### config.mk
export PLATFORM = sky130hd
export DESIGN_NAME = http_chunked_body_decoder_top_flat
export DESIGN_NICKNAME = d
export VERILOG_FILES = /design/src/rtl/hcbd_pkg.sv /design/src/rtl/hcbd_if.sv /design/src/rtl/hcbd_core.sv /design/src/rtl/http_chunked_body_decoder_top.sv /design/src/flat_wrapper.sv
export SDC_FILE = /design/constraint.sdc
export NUM_CORES = 1
export LEC_CHECK = 0
export ABC_CLOCK_PERIOD_IN_PS = 2540
export BUFFER_PORTS_ARGS = -buffer_cell sky130_fd_sc_hd__buf_2
export CAP_MARGIN = 10
export CORE_ASPECT_RATIO = 1.25
export CORE_UTILIZATION = 54
export CTS_BUF_LIST = sky130_fd_sc_hd__clkbuf_4
export CTS_CLUSTER_SIZE = 12
export DETAILED_ROUTE_END_ITERATION = 16
export PLACE_DENSITY = 0.77
export SKIP_LAST_GASP = 1
export SLEW_MARGIN = 20
export SYNTH_ARGS = -nofsm -noshare
export SYNTH_HDL_FRONTEND = slang
export SYNTH_SLANG_ARGS = --single-unit
### constraint.sdc
create_clock -name clk -period 2.54 [get_ports clk]
set_clock_uncertainty 0.15 [all_clocks]
set_input_delay 0.254 -clock clk [delete_from_list [all_inputs] [get_ports clk]]
set_output_delay 0.254 -clock clk [all_outputs]
set_load 0.02 [all_outputs]
### src/rtl/hcbd_pkg.sv
// Shared types, codes and helpers for the HTTP chunked body decoder.
// No dependencies; compile first.
package hcbd_pkg;

  // Character codes
  localparam logic [7:0] CH_CR = 8'd13;

  // Input operation codes
  localparam logic OP_BYTE  = 1'b0;
  localparam logic OP_BEGIN = 1'b1;

  // Configuration register indexes
  localparam int unsigned     CFG_INDEX_W        = 1;
  localparam int unsigned     CFG_DATA_W         = 32;
  localparam logic [CFG_INDEX_W-1:0] REG_CHUNKED_MODE   = 1'd0;
  localparam logic [CFG_INDEX_W-1:0] REG_CONTENT_LENGTH = 1'd1;

  typedef enum logic [2:0] {
    PH_IDLE   = 3'd0,
    PH_LEN    = 3'd1,
    PH_SIZE   = 3'd2,
    PH_LF     = 3'd3,
    PH_DATA   = 3'd4,
    PH_TRAIL1 = 3'd5,
    PH_TRAIL2 = 3'd6
  } phase_t;

  // One result beat, plus a flag saying whether the item made one
  typedef struct packed {
    logic       emit;
    logic       has_byte;
    logic [7:0] body_byte;
    logic       message_done;
  } result_t;

  // Hex character to nibble; anything else reads as zero
  function automatic logic [3:0] hex_value(input logic [7:0] c);
    logic [3:0] v;
    v = 4'd0;
    if (c >= 8'h61 && c <= 8'h66)      v = 4'(c - 8'h57);
    else if (c >= 8'h41 && c <= 8'h46) v = 4'(c - 8'h37);
    else if (c >= 8'h30 && c <= 8'h39) v = 4'(c - 8'h30);
    return v;
  endfunction

endpackage

### src/rtl/hcbd_if.sv
// Stream and result channel interfaces for the HTTP chunked body decoder.
// Depends on nothing; compile after hcbd_pkg.
interface hcbd_stream_if;
  logic       valid;
  logic       ready;
  logic       operation;
  logic [7:0] data_byte;

  modport source (output valid, output operation, output data_byte, input ready);
  modport sink   (input valid, input operation, input data_byte, output ready);
endinterface

interface hcbd_result_if;
  logic       valid;
  logic       ready;
  logic       has_byte;
  logic [7:0] body_byte;
  logic       message_done;

  modport source (output valid, output has_byte, output body_byte, output message_done,
                  input ready);
  modport sink   (input valid, input has_byte, input body_byte, input message_done,
                  output ready);
endinterface

### src/rtl/hcbd_core.sv
// Decoder FSM: phase and byte/size counter, one input beat per cycle on accept.
// Depends on hcbd_pkg.
module hcbd_core #(
  parameter int SIZE_BITS = 32
) (
  input  logic                                  clk,
  input  logic                                  rst,
  input  logic                                  accept,
  input  logic                                  operation,
  input  logic [7:0]                            data_byte,
  input  logic                                  chunked_mode,
  input  logic [hcbd_pkg::CFG_DATA_W-1:0]       content_length,
  output hcbd_pkg::result_t                     res
);
  import hcbd_pkg::*;

  phase_t               phase, phase_next;
  logic [SIZE_BITS-1:0] bytes_left, bytes_left_next;
  logic [SIZE_BITS-1:0] len_sized;
  logic [SIZE_BITS-1:0] dec;
  logic [63:0]          len_wide;
  logic                 size_sat;

  assign len_wide  = {32'd0, content_length};
  assign len_sized = len_wide[SIZE_BITS-1:0];
  assign dec       = bytes_left - 1'b1;
  // Shifting in a nibble overflows exactly when the top nibble is non-zero
  assign size_sat  = |bytes_left[SIZE_BITS-1 -: 4];

  always_ff @(posedge clk) begin
    if (rst) begin
      phase      <= PH_IDLE;
      bytes_left <= '0;
    end else begin
      phase      <= phase_next;
      bytes_left <= bytes_left_next;
    end
  end

  // Next state
  always_comb begin
    phase_next      = phase;
    bytes_left_next = bytes_left;
    if (accept) begin
      if (operation == OP_BEGIN) begin
        if (chunked_mode) begin
          phase_next      = PH_SIZE;
          bytes_left_next = '0;
        end else begin
          bytes_left_next = len_sized;
          phase_next      = (len_sized == '0) ? PH_IDLE : PH_LEN;
        end
      end else begin
        unique case (phase)
          PH_IDLE: ;
          PH_LEN: begin
            bytes_left_next = dec;
            if (dec == '0) phase_next = PH_IDLE;
          end
          PH_SIZE: begin
            if (data_byte == CH_CR) phase_next = PH_LF;
            else if (size_sat) bytes_left_next = '1;
            else bytes_left_next = {bytes_left[SIZE_BITS-5:0], hex_value(data_byte)};
          end
          PH_LF:     phase_next = (bytes_left == '0) ? PH_IDLE : PH_DATA;
          PH_DATA: begin
            bytes_left_next = dec;
            if (dec == '0) phase_next = PH_TRAIL1;
          end
          PH_TRAIL1: phase_next = PH_TRAIL2;
          PH_TRAIL2: begin
            phase_next      = PH_SIZE;
            bytes_left_next = '0;
          end
          default:   phase_next = PH_IDLE;
        endcase
      end
    end
  end

  // Result
  always_comb begin
    res = '0;
    if (accept) begin
      if (operation == OP_BEGIN) begin
        if (!chunked_mode && len_sized == '0) begin
          res.emit         = 1'b1;
          res.message_done = 1'b1;
        end
      end else begin
        unique case (phase)
          PH_LEN: begin
            res.emit         = 1'b1;
            res.has_byte     = 1'b1;
            res.body_byte    = data_byte;
            res.message_done = (dec == '0);
          end
          PH_LF: begin
            if (bytes_left == '0) begin
              res.emit         = 1'b1;
              res.message_done = 1'b1;
            end
          end
          PH_DATA: begin
            res.emit      = 1'b1;
            res.has_byte  = 1'b1;
            res.body_byte = data_byte;
          end
          default: ;
        endcase
      end
    end
  end

endmodule

### src/rtl/http_chunked_body_decoder_top.sv
// Top level of the HTTP chunked body decoder: config registers, decoder core,
// result register. Depends on hcbd_pkg, hcbd_if and hcbd_core.
//
// Takes one beat per clock on the stream channel while ready and gives at most
// one result beat per input beat, in the cycle after it is accepted. A begin
// beat samples chunked_mode and content_length and restarts decoding; byte
// beats are then passed through (length mode) or parsed as chunk size lines,
// data and the trailing CR LF pair (chunked mode). Outside reset, the only
// thing that throttles the stream is the single result register: the stream
// is ready whenever that register is empty or being drained in the same
// cycle, so with the sink always ready the block sustains one beat per cycle.
// Configuration writes take effect at the next begin beat.
module http_chunked_body_decoder_top #(
  parameter int SIZE_BITS = 32
) (
  input  logic                                clk,
  input  logic                                rst,
  input  logic                                wr_en,
  input  logic [hcbd_pkg::CFG_INDEX_W-1:0]    wr_index,
  input  logic [hcbd_pkg::CFG_DATA_W-1:0]     wr_data,
  hcbd_stream_if.sink                         stream,
  hcbd_result_if.source                       result
);
  import hcbd_pkg::*;

  // Configuration registers
  logic                  chunked_mode;
  logic [CFG_DATA_W-1:0] content_length;

  // Result register
  logic       out_valid;
  logic       out_has_byte;
  logic [7:0] out_body_byte;
  logic       out_done;

  logic    accept;
  result_t res;

  always_ff @(posedge clk) begin
    if (rst) begin
      chunked_mode   <= 1'b0;
      content_length <= '0;
    end else if (wr_en) begin
      unique case (wr_index)
        REG_CHUNKED_MODE:   chunked_mode   <= wr_data[0];
        REG_CONTENT_LENGTH: content_length <= wr_data;
      endcase
    end
  end

  // Outside reset, the stream side stalls only while a result sits unclaimed
  assign stream.ready = !rst && (!out_valid || result.ready);
  assign accept       = stream.valid && stream.ready;

  hcbd_core #(
    .SIZE_BITS (SIZE_BITS)
  ) u_core (
    .clk            (clk),
    .rst            (rst),
    .accept         (accept),
    .operation      (stream.operation),
    .data_byte      (stream.data_byte),
    .chunked_mode   (chunked_mode),
    .content_length (content_length),
    .res            (res)
  );

  // Ready implies the register is empty or draining, so an accept just reloads it
  always_ff @(posedge clk) begin
    if (rst) begin
      out_valid <= 1'b0;
    end else if (accept) begin
      out_valid <= res.emit;
    end else if (result.ready) begin
      out_valid <= 1'b0;
    end
  end

  always_ff @(posedge clk) begin
    if (accept && res.emit) begin
      out_has_byte  <= res.has_byte;
      out_body_byte <= res.body_byte;
      out_done      <= res.message_done;
    end
  end

  assign result.valid        = out_valid;
  assign result.has_byte     = out_has_byte;
  assign result.body_byte    = out_body_byte;
  assign result.message_done = out_done;

endmodule

### src/flat_wrapper.sv
// flat-port wrapper written by rule: the top's interface ports become plain ports
module http_chunked_body_decoder_top_flat import hcbd_pkg::*;
#(
  parameter int SIZE_BITS = 32
)
  (clk, rst, wr_en, wr_index, wr_data, stream_valid, stream_operation, stream_data_byte, stream_ready, result_valid, result_has_byte, result_body_byte, result_message_done, result_ready);
  hcbd_stream_if stream_i ();
  hcbd_result_if result_i ();
  input  logic clk;
  input  logic rst;
  input  logic wr_en;
  input  logic [hcbd_pkg::CFG_INDEX_W-1:0] wr_index;
  input  logic [hcbd_pkg::CFG_DATA_W-1:0] wr_data;
  input wire logic [$bits(stream_i.valid)-1:0] stream_valid;
  input wire logic [$bits(stream_i.operation)-1:0] stream_operation;
  input wire logic [$bits(stream_i.data_byte)-1:0] stream_data_byte;
  output wire logic [$bits(stream_i.ready)-1:0] stream_ready;
  output wire logic [$bits(result_i.valid)-1:0] result_valid;
  output wire logic [$bits(result_i.has_byte)-1:0] result_has_byte;
  output wire logic [$bits(result_i.body_byte)-1:0] result_body_byte;
  output wire logic [$bits(result_i.message_done)-1:0] result_message_done;
  input wire logic [$bits(result_i.ready)-1:0] result_ready;
  assign stream_i.valid = stream_valid;
  assign stream_i.operation = stream_operation;
  assign stream_i.data_byte = stream_data_byte;
  assign stream_ready = stream_i.ready;
  assign result_valid = result_i.valid;
  assign result_has_byte = result_i.has_byte;
  assign result_body_byte = result_i.body_byte;
  assign result_message_done = result_i.message_done;
  assign result_i.ready = result_ready;
  http_chunked_body_decoder_top #(.SIZE_BITS(SIZE_BITS)) u_core (.clk(clk), .rst(rst), .wr_en(wr_en), .wr_index(wr_index), .wr_data(wr_data), .stream(stream_i), .result(result_i));
endmodule
== Word level (Yosys, flattened, before mapping) ==
Cells that the tools add are included.
Storage, ports and cells
  output and inout port bits: 12
  register bits: 79
  logic and storage cells: 85
  input bits: 47
Cells by class
  bitwise logic cells: 3
  equality and inequality tests: 12
  add/subtract/negate cells: 4
  mux-type cells: 27
  reduce and logical (&&, ||, !) cells: 25
  magnitude comparators: 6
Operator list (number)
  $mux 32: 4
  $logic_not 32->1: 3
  $pmux 32 s3: 1
  $sub 32x1->32 const B: 1
  $pmux 3 s7: 1
  $mux 9: 2
  $ge 8x7->1 const B: 2
  $le 8x7->1 const B: 2
  $mux 3: 5
  $mux 4: 3
  $ne 3x3->1 const B: 4
  $mux 11: 1
  $eq 3x3->1 const B: 3
  $eq 8x4->1 const B: 1
  $ge 8x6->1 const B: 1
  $le 8x6->1 const B: 1
  $sub 4x3->4 const B: 2
  $logic_and 1x1->1: 7
  $mux 1: 7
  $eq 3x2->1 const B: 2
  $reduce_and 5->1: 1
  $pmux 1 s2: 2
  $reduce_and 2->1: 2
  $reduce_bool 4->1: 1
  13 further kinds: 18

== Depth between registers and ports, before layout ==
Gate-level depths: netlist (run 1).
  depth in word-level cells: 9
  gate-level depth with buffers: 11

== Modules after synthesis ==
Synthesis (run 1) repeated with hierarchy kept, for this count alone.
Unflattened totals
  cells, all modules: 644
  area, all modules: 5159.9 um2
By module, submodules not included
  hcbd_core: seq. area each 700.7 um2, cells an instance 475, times used 1, area each 3225.6 um2
  http_chunked_body_decoder_top: seq. area each 980.9 um2, cells an instance 169, times used 1, area each 1934.4 um2

== Worst setup path before layout (run 1) ==
OpenSTA, ideal clock, no wires.
  path kind: flip-flop to flip-flop
  start: register u_core.u_core.bytes_left[0]
  end: register u_core.out_body_byte[0] (netlist: u_core.result.body_byte[0]), enable pin
  slack: -0.266 ns
  clock period less this slack: 2.806 ns
  setup time: 0.382 ns
  path buffers: 0
  data arrival time: 2.274 ns
  required time: 2.008 ns
  cell stages (with the launch flop): 10
  cell sequence: dfxtp_1 inv_1 ha_1 nor3b_4 nand2_1 nor4_1 nand2_1 nor4_1 a31oi_1 a21oi_1
Between the ends
  word-level cells in the longest chain between the ends: 6
RTL lines
  start, declared: line hcbd_core.sv:18  | logic [SIZE_BITS-1:0] bytes_left, bytes_left_next;
  start signal, assigned: line hcbd_core.sv:36  | bytes_left <= bytes_left_next;
  $logic_not 32->1: line hcbd_core.sv:99  | if (bytes_left == '0) begin
  $mux 1: line hcbd_core.sv:99
  $pmux 1 s2: line hcbd_core.sv:91  | unique case (phase)
  $mux 1: line hcbd_core.sv:85  | if (operation == OP_BEGIN) begin
  $mux 11: line hcbd_core.sv:84  | if (accept) begin
  $logic_and 1x1->1: line http_chunked_body_decoder_top.sv:80  | if (accept && res.emit) begin
  end signal, assigned: line http_chunked_body_decoder_top.sv:82  | out_body_byte <= res.body_byte;
  end, declared: line http_chunked_body_decoder_top.sv:33  | logic [7:0] out_body_byte;
Every way passes these cells.
A chain may end at the register's enable or synchronous reset.

== Worst setup path in the final report (run 1) ==
  start: register u_core.u_core.bytes_left[1]
  end: register u_core.out_done (netlist: u_core.result.message_done) (data pin)
Between the ends
  word-level cells in the longest chain between the ends: 4
  elaborated cells between the ends (all ways): 6
  those cells by class: add/sub (1); mux (3); reduce/logical (2)
RTL lines
  $sub 32x1->32 or $logic_not 32->1 (tied branches): line hcbd_core.sv:26, hcbd_core.sv:99
  $logic_not 32->1 or $mux 1 (tied branches): line hcbd_core.sv:96, hcbd_core.sv:99
  $pmux 1 s2 (*): line hcbd_core.sv:91
  $mux 1 (*): line hcbd_core.sv:85
  end signal, assigned: line http_chunked_body_decoder_top.sv:83  | out_done <= res.message_done;
  end, declared: line http_chunked_body_decoder_top.sv:34  | logic out_done;
Every way passes the cells marked *; elsewhere a longest branch is shown, timed or not.

==> results of run 1 <==
cell type report:
class	count	area, um^2	share of cell area [%]
Clock buffer	10	75.1	1.29
Clock inverter	6	85.1	1.46
Inverter	10	37.5	0.643
Multi-Input combinational cell	500	2750	47.0
Sequential cell	79	1680	28.9
Tap cell	97	121	2.08
Timing Repair Buffer	146	1090	18.6
worst max-delay path by stage:
stage                                            from                          to  slack, ns  cells after the start
after CTS                 u_core.u_core.bytes_left[1]  u_core.result.message_done      -0.07                     10
after global routing      u_core.u_core.bytes_left[1]  u_core.result.message_done      -0.17                     10
final                     u_core.u_core.bytes_left[1]  u_core.result.message_done      -0.09                     10
after global placement    u_core.u_core.bytes_left[1]  u_core.result.message_done      -0.02                     10
after detailed placement  u_core.u_core.bytes_left[1]  u_core.result.message_done      -0.07                     10
after floorplan           u_core.u_core.bytes_left[1]  u_core.result.message_done      -0.09                     10
critical path, stage by stage, from the launching register on:
cell	delay [ns]
dfxtp_2	0.35
inv_2	0.07
ha_4	0.13
nor3b_4	0.23
nand4_4	0.11
or4_4	0.50
o41a_1	0.34
o31ai_1	0.08
and4_1	0.28
nand3_1	0.09
a21oi_1	0.14
repair_timing:
item | CTS | global route
setup buffers | 1 | 2
gates resized for setup | 3 | 6
hold endpoints to repair | 39 | 0
setup endpoints to repair | 4 | 18
hold buffers | 40 | 0
pin swaps | 4 | 6
cloned | 0 | 0
synth_stat cells (2+ instances only):
master	count
and2_1	9
xor2_1	6
nor3_2	2
o21ai_0	65
nor3_1	12
nand4_1	4
xnor2_1	2
clkbuf_1	42
edfxtp_1	10
o211ai_1	3
or3_1	6
nand3_1	14
a32oi_1	2
inv_1	10
a211oi_1	5
o21ai_1	2
a22oi_1	6
ha_1	6
o21a_1	3
nand2_1	137
a21oi_1	71
dfxtp_1	69
o31ai_1	2
nor2b_1	7
a311oi_1	2
a221o_1	2
o311ai_0	6
or4_1	8
nor3b_1	3
or2_2	2
nor2_1	55
nor4_1	19
a31oi_1	17
nand2b_1	2
through the flow:
step / TNS [ns] / instances / hold slack [ns] / cell area, um^2 / utilization (%)
floorplan: -0.170 / 632 / 0.240 / 4570 / -
global placement: -0.0173 / 789 / 0.311 / 5210 / 63.6
detailed placement: -0.134 / 789 / 0.315 / 5210 / 63.6
CTS: -0.116 / 846 / 0.0149 / 5800 / 70.8
global route: -1.08 / 848 / 0.0353 / 5840 / 71.2
finish: -0.172 / 848 / 0.0421 / 5840 / 71.2
cell usage in the layout, fill, tap and decap left out, types with 5 or more instances in the layout:
cell type	Yosys	routed
edfxtp_1	10	10
dfxtp_1	69	67
ha_1	6	5
nor4_2	1	5
nand2_1	137	137
a21oi_1	71	70
or3_1	6	6
nor4_1	19	14
o311ai_0	6	6
dlygate4sd3_1	0	40
xor2_1	6	6
a211oi_1	5	5
or4_1	8	7
a31oi_1	17	17
a22oi_1	6	6
buf_2	0	58
and2_1	9	9
nand3_1	14	14
nor2_1	55	55
buf_4	0	45
nor3_1	12	11
o21ai_0	65	64
inv_1	10	8
clkbuf_4	0	10
state kept, by name, indices dropped and copies added, names as in the netlist:
register                    count
u_core.result.valid             1
u_core.result.body_byte         8
u_core.result.has_byte          1
u_core.chunked_mode             1
u_core.result.message_done      1
u_core.content_length          32
u_core.u_core.phase             3
u_core.u_core.bytes_left       32
metal layers:
layer  global-route usage, %  wire length, um  up-vias
met4                    23.6              781        0
li1                        -                -     2480
met5                       0                0        -
met2                    57.9             7000      258
met1                    37.3             5390     2386
met3                    4.19              889       55
where the power goes:
group	internal [mW]	total, mW	switching, mW
clock	0.406	0.871	0.464
combinational	0.379	0.836	0.456
sequential	1.31	1.35	0.0486
cell families (layout without fill, tap and decap cells):
family / Yosys count / count (layout) / share of synthesized area, %
AND/OR/NAND/NOR: 290 / 290 / 30.4
AO/OA/AOI/OAI: 195 / 195 / 24.8
flip-flops: 79 / 79 / 37.0
buffers and inverters: 53 / 172 / 4.38
XOR/XNOR: 8 / 8 / 1.54
adder cells (fa/ha/maj): 6 / 6 / 1.65
multiplexers: 1 / 1 / 0.220
==> impl_metrics.env, run 1 <==
export IMPL_status="finished, violations left"
export IMPL_violations="design-rule violations, negative setup slack"
export IMPL_cp_max_fo=2
export IMPL_antenna_left=0
export IMPL_nets=799
export IMPL_wirelength_um=14100
export IMPL_reg2reg_from="u_core.u_core.bytes_left[1]"
export IMPL_yosys_register_bits=79
export IMPL_grt_use_total_pct=33.3
export IMPL_power_density_nw_per_um2=524
export IMPL_cts_sinks=79
export IMPL_rows=37
export IMPL_pre_cts_slack_ns=-0.0687
export IMPL_drv_cap=0
export IMPL_fillerInstances=665
export IMPL_synth_top_area_share_pct=30.4
export IMPL_vdd_ir_drop_max_mv=0.415
export IMPL_min_delay_start="stream_data_byte[2]"
export IMPL_syn_area_per_cell_um2=7.19
export IMPL_layout_drive_gt1_share_pct=20.0
export IMPL_synthCells=632
export IMPL_grt_max_degree=71
export IMPL_yosysWarnings=0
export IMPL_detailroute_via_count=5179
export IMPL_hold_class="primary input to flop"
export IMPL_reg2reg_depth=10
export IMPL_areaGrowthSynthToFinish_pct=28.4
export IMPL_power_mw=3.06
export IMPL_setup_viol=3
export IMPL_critPathKind="flop to flop"
export IMPL_power_leakage_nw=2.22
export IMPL_r2r_setup_slack_ns=-0.09
export IMPL_routabilityCongestion=0.954
export IMPL_relSlewSlack_pct=49.5
export IMPL_layout_setup_ws_ns=-0.0910
export IMPL_rsz0062_at_grt="true"
export IMPL_grt_pass1_vias=4959
export IMPL_first_iter_violations=455
export IMPL_die_width_um=84.1
export IMPL_r2r_end="u_core.result.message_done"
export IMPL_hold_depth=2
export IMPL_portBuffers=58
export IMPL_grt_pass1_wl_um=23200
export IMPL_period_needed_ns=2.63
export IMPL_arrival_ns=2.80
export IMPL_yosys_area_top_type="dfxtp_1"
export IMPL_die_y_um=105
export IMPL_ys_seq_area_share_pct=37.0
export IMPL_synth_area_leaders="dfxtp_1, nand2_1, a21oi_1, o21ai_0, edfxtp_1"
export IMPL_clock_path_buffers=2
export IMPL_cts_tree="yes"
export IMPL_synth_edf_count=10
export IMPL_cts_root_buf="clkbuf_4"
export IMPL_worstPathRequired_ns=2.71
export IMPL_antenna_cells=0
export IMPL_period_share_pct=104
export IMPL_viasPerCell=6.11
export IMPL_fmax_ghz=0.380
export IMPL_dpl_hpwl_um=9460
export IMPL_clkLatencyLatePin_ns=0.47
export IMPL_core_area_um2=8190
export IMPL_drcViolationCount=10
export IMPL_slew_violations=0
export IMPL_dieArea_um2=8790
export IMPL_io_pins=59
export IMPL_startpoint_type="flop"
export IMPL_antenna_found_initial=0
export IMPL_final_hold_viol_count=0
export IMPL_worstMarginPinSlew_ns=0.758
export IMPL_synth_fp_nets=685
export IMPL_netlist_area_um2=4550
export IMPL_ys_flop_type="dfxtp_1"
export IMPL_hold_path_end="u_core.result.body_byte[2]"
export IMPL_ctsHtreeMaxLevel=3
export IMPL_firstDrtPassIters=11
export IMPL_worstSetupEndpointType="flop"
export IMPL_wl_per_cell_um=16.6
export IMPL_cts_buffers=9
export IMPL_ys_async_sr_fraction_pct=0
export IMPL_grt_ovfl_total=0
export IMPL_cts_clk_slew_worst_paths_ns=0.14
export IMPL_yosys_cell_types_count=55
export IMPL_start_util_pct=55.5
No activity file was read; power rests on OpenSTA's default activity.
==> run 2, diff against run 1 <==
--- a/config.mk
+++ b/config.mk
@@ -9,13 +9,15 @@
 export BUFFER_PORTS_ARGS = -buffer_cell sky130_fd_sc_hd__buf_2
 export CAP_MARGIN = 10
 export CORE_ASPECT_RATIO = 1.25
-export CORE_UTILIZATION = 54
+export CORE_UTILIZATION = 55
 export CTS_BUF_LIST = sky130_fd_sc_hd__clkbuf_4
 export CTS_CLUSTER_SIZE = 12
 export DETAILED_ROUTE_END_ITERATION = 16
-export PLACE_DENSITY = 0.77
+export GPL_TIMING_DRIVEN = 0
+export PLACE_DENSITY = 0.8
 export SKIP_LAST_GASP = 1
 export SLEW_MARGIN = 20
 export SYNTH_ARGS = -nofsm -noshare
 export SYNTH_HDL_FRONTEND = slang
+export SYNTH_HIERARCHICAL = 1
 export SYNTH_SLANG_ARGS = --single-unit
==> impl_metrics.env, run 2 <==
export IMPL_status="finished, violations left"
export IMPL_violations="negative setup slack"
export IMPL_period_needed_ns=2.89
export IMPL_power_leakage_nw=2.54
export IMPL_grt_ovfl_total=0
export IMPL_finalSetupTns_ns=-4.59
export IMPL_critPathKind="flop to flop"
export IMPL_combPwrFrac_pct=30.4
export IMPL_synth_area_leaders="dfxtp_1, edfxtp_1, a21bo_1, o21ai_0, a21oi_2"
export IMPL_rows=39
export IMPL_switchingPower_mw=1.06
export IMPL_cp_max_fo=6
export IMPL_cts_root_buf="clkbuf_4"
export IMPL_hold_worst_slack_ns=0.00691
export IMPL_synth_top_family_by_area="compound AO/OA/AOI/OAI gates"
export IMPL_path_cells="or4_4, or2_1, buf_6, nor4_2, nand4b_1, nor4_4, a21oi_4, mux2_1"
export IMPL_startpoint_type="flop"
export IMPL_ys_flop_type="dfxtp_1"
export IMPL_portBuffers=56
export IMPL_netSwitchingFraction_pct=33.1
export IMPL_mostFrequentLayoutCell="buf_2"
export IMPL_synth_most_common_cell="dfxtp_1"
export IMPL_routabilityCongestion=0.986
export IMPL_max_stage_delay_ns=0.53
export IMPL_yosys_area_top_type="dfxtp_1"
export IMPL_final_cell_count_no_fill=891
export IMPL_arrival_ns=3.09
export IMPL_wl_met1_um=6760
export IMPL_netlist_area_um2=5160
export IMPL_firstDrtPassIters=6
export IMPL_antenna_cells=0
export IMPL_cts_sinks=79
export IMPL_viasPerCell=6.61
export IMPL_layout_setup_ws_ns=-0.351
export IMPL_fmax_ghz=0.346
export IMPL_die_y_um=110
export IMPL_clkPwrFrac_pct=27.3
export IMPL_grt_pass1_vias=5406
export IMPL_fin_area_um2=6670
export IMPL_period_share_pct=114
export IMPL_areaGrowthSynthToFinish_pct=29.3
export IMPL_yosys_register_bits=79
export IMPL_clock_path_buffers=2
export IMPL_ys_seq_area_share_pct=32.6
export IMPL_start_util_pct=56.5
export IMPL_top_layer="met4"
export IMPL_layout_drive_gt1_share_pct=29.4
export IMPL_rsz0062_at_grt="true"
export IMPL_fillerInstances=679
export IMPL_power_frac_seq_pct=42.3
export IMPL_final_hold_viol_count=0
export IMPL_relSlewSlack_pct=52.0
export IMPL_synth_commonest_cells="dfxtp_1, nor2_1, nand2_1"
export IMPL_dieArea_um2=9780
export IMPL_antenna_left=0
export IMPL_cp_slowest_cell="or4_4"
export IMPL_clkLatencyLatePin_ns=0.46
export IMPL_worstPathRequired_ns=2.74
export IMPL_hold_class="primary input to flop"
export IMPL_met2_length_um=8540
export IMPL_ctsHtreeMaxLevel=3
export IMPL_detailroute_via_count=5891
export IMPL_numPlacedInstances=823
export IMPL_wl_met3_um=1750
export IMPL_slew_violations=0
export IMPL_cts_clk_slew_worst_paths_ns=0.14
export IMPL_dpl_hpwl_um=11900
export IMPL_grt_use_total_pct=37.8
export IMPL_synthSimpleGateAreaFrac_pct=26.6
export IMPL_io_pins=59
export IMPL_ys_async_sr_fraction_pct=0
export IMPL_die_width_um=88.6
export IMPL_syn_area_per_cell_um2=8.01
export IMPL_first_iter_violations=660
export IMPL_synth_edf_count=10
export IMPL_power_density_nw_per_um2=481
export IMPL_vdd_ir_drop_max_mv=0.392
export IMPL_synthCells=644
export IMPL_synth_compound_area_share_pct=30.5
export IMPL_synth_fa_ha_area_share_pct=1.45
export IMPL_wirelength_um=18300
export IMPL_worstMarginPinSlew_ns=0.720
export IMPL_drv_cap=0
export IMPL_intPower_mw=2.15
export IMPL_yosys_area_share_xor_xnor_pct=1.53
export IMPL_cts_buffers=9
export IMPL_synth_fp_nets=697
export IMPL_grt_max_degree=14
export IMPL_placed_area_um2=5680
export IMPL_worstSetupEndpointType="flop"
export IMPL_synth_top_area_share_pct=26.8
export IMPL_grt_pass1_wl_um=27800
export IMPL_drcViolationCount=0
export IMPL_wl_per_cell_um=20.5
export IMPL_muxShareOfSynthArea_pct=0.824
export IMPL_nets=816
export IMPL_antenna_found_initial=0
export IMPL_core_area_um2=9130
export IMPL_yosys_cell_types_count=71
export IMPL_yosysWarnings=6
export IMPL_layout_common_cells="buf_2, nor2_1, dfxtp_1"
export IMPL_cts_tree="yes"
export IMPL_setup_viol=17
-- run 2: cell count changes in the layout (fill, tap and decap cells not counted), moves of 11 or more --
cell,previous run,this run
a21oi_2,1,29
nand3_1,14,38
a21bo_1,0,28
clkbuf_1,0,14
a31oi_1,17,6
a22oi_1,6,17
buf_4,45,26
buf_6,0,12
a21oi_1,70,22
nand2_1,137,52
o21ai_0,64,50
-- run 2: logic make-up (layout without fill, tap and decap cells) --
family          Yosys count  in the layout
mux                       4              4
compound gates          215            215
simple gates            265            265
flops                    79             79
buf+inv                  66            190
fa+ha+maj                 6              6
xor+xnor                  9              9
-- run 2: per-stage QoR --
stage,worst slack (ns),power [mW],util (%)
after global placement,-0.576,2.08,62.2
after CTS,-0.303,3.10,71.3
after floorplan,-0.118,1.89,-
after detailed placement,-0.583,2.09,62.2
final,-0.351,3.21,73.1
after global routing,-0.404,3.31,73.1
-- run 2: what timing repair did --
item | CTS | global route
endpoints found under the setup margin | 46 | 46
hold endpoints to repair | 37 | 0
gates cloned | 1 | 0
resized for setup | 44 | 29
pin swaps | 13 | 17
buffers inserted | 20 | 5
hold buffers | 36 | 0
-- run 2: power groups by stage --
stage | Sequential, mW | Combinational, mW | Clock, mW
6_report | 1.36 | 0.977 | 0.875
5_1_grt | 1.36 | 1.03 | 0.920
4_1_cts | 1.35 | 0.875 | 0.874
3_5_place_dp | 1.37 | 0.719 | 0
3_3_place_gp | 1.37 | 0.708 | 0
2_1_floorplan | 1.36 | 0.532 | 0
-- run 2: worst max-delay path, delay by kind of cell (launching register included) --
| family | cells | cell delay (ns) |
|---|---|---|
| flip-flops | 1 | 0.39 |
| AND/OR/NAND/NOR | 5 | 1.54 |
| multiplexers | 1 | 0.34 |
| buffers and inverters | 1 | 0.14 |
| AO/OA/AOI/OAI | 1 | 0.22 |
-- run 2: routing by layer --
metal  vias up  GRT usage [%]
li1       2610              -
met1      2707           45.8
met2       455           62.4
met3       119           7.30
met4         0           21.4
met5         -              0
-- run 2: path summary, 6_finish.rpt --
path	cells past startpoint	end	slack, ns	startpoint
worst max-delay path	8	u_core/u_core/phase[2]	-0.35	u_core/u_core/bytes_left[0]
worst min-delay path	3	u_core/content_length[20]	0.007	wr_index
worst max register to register	8	u_core/u_core/phase[2]	-0.35	u_core/u_core/bytes_left[0]
worst min register to register	2	u_core/result.valid	0.34	u_core/result.valid
-- run 2: area by class of cell --
cell class / count / area (um^2) / share of cell area [%]
Multi-Input combinational cell: 499 / 3460 / 51.9
Clock buffer: 10 / 75.1 / 1.13
Timing Repair Buffer: 118 / 872 / 13.1
Inverter: 10 / 40.0 / 0.600
Clock inverter: 6 / 83.8 / 1.26
Tap cell: 123 / 154 / 2.31
Buffer: 46 / 292 / 4.37
Sequential cell: 79 / 1690 / 25.4
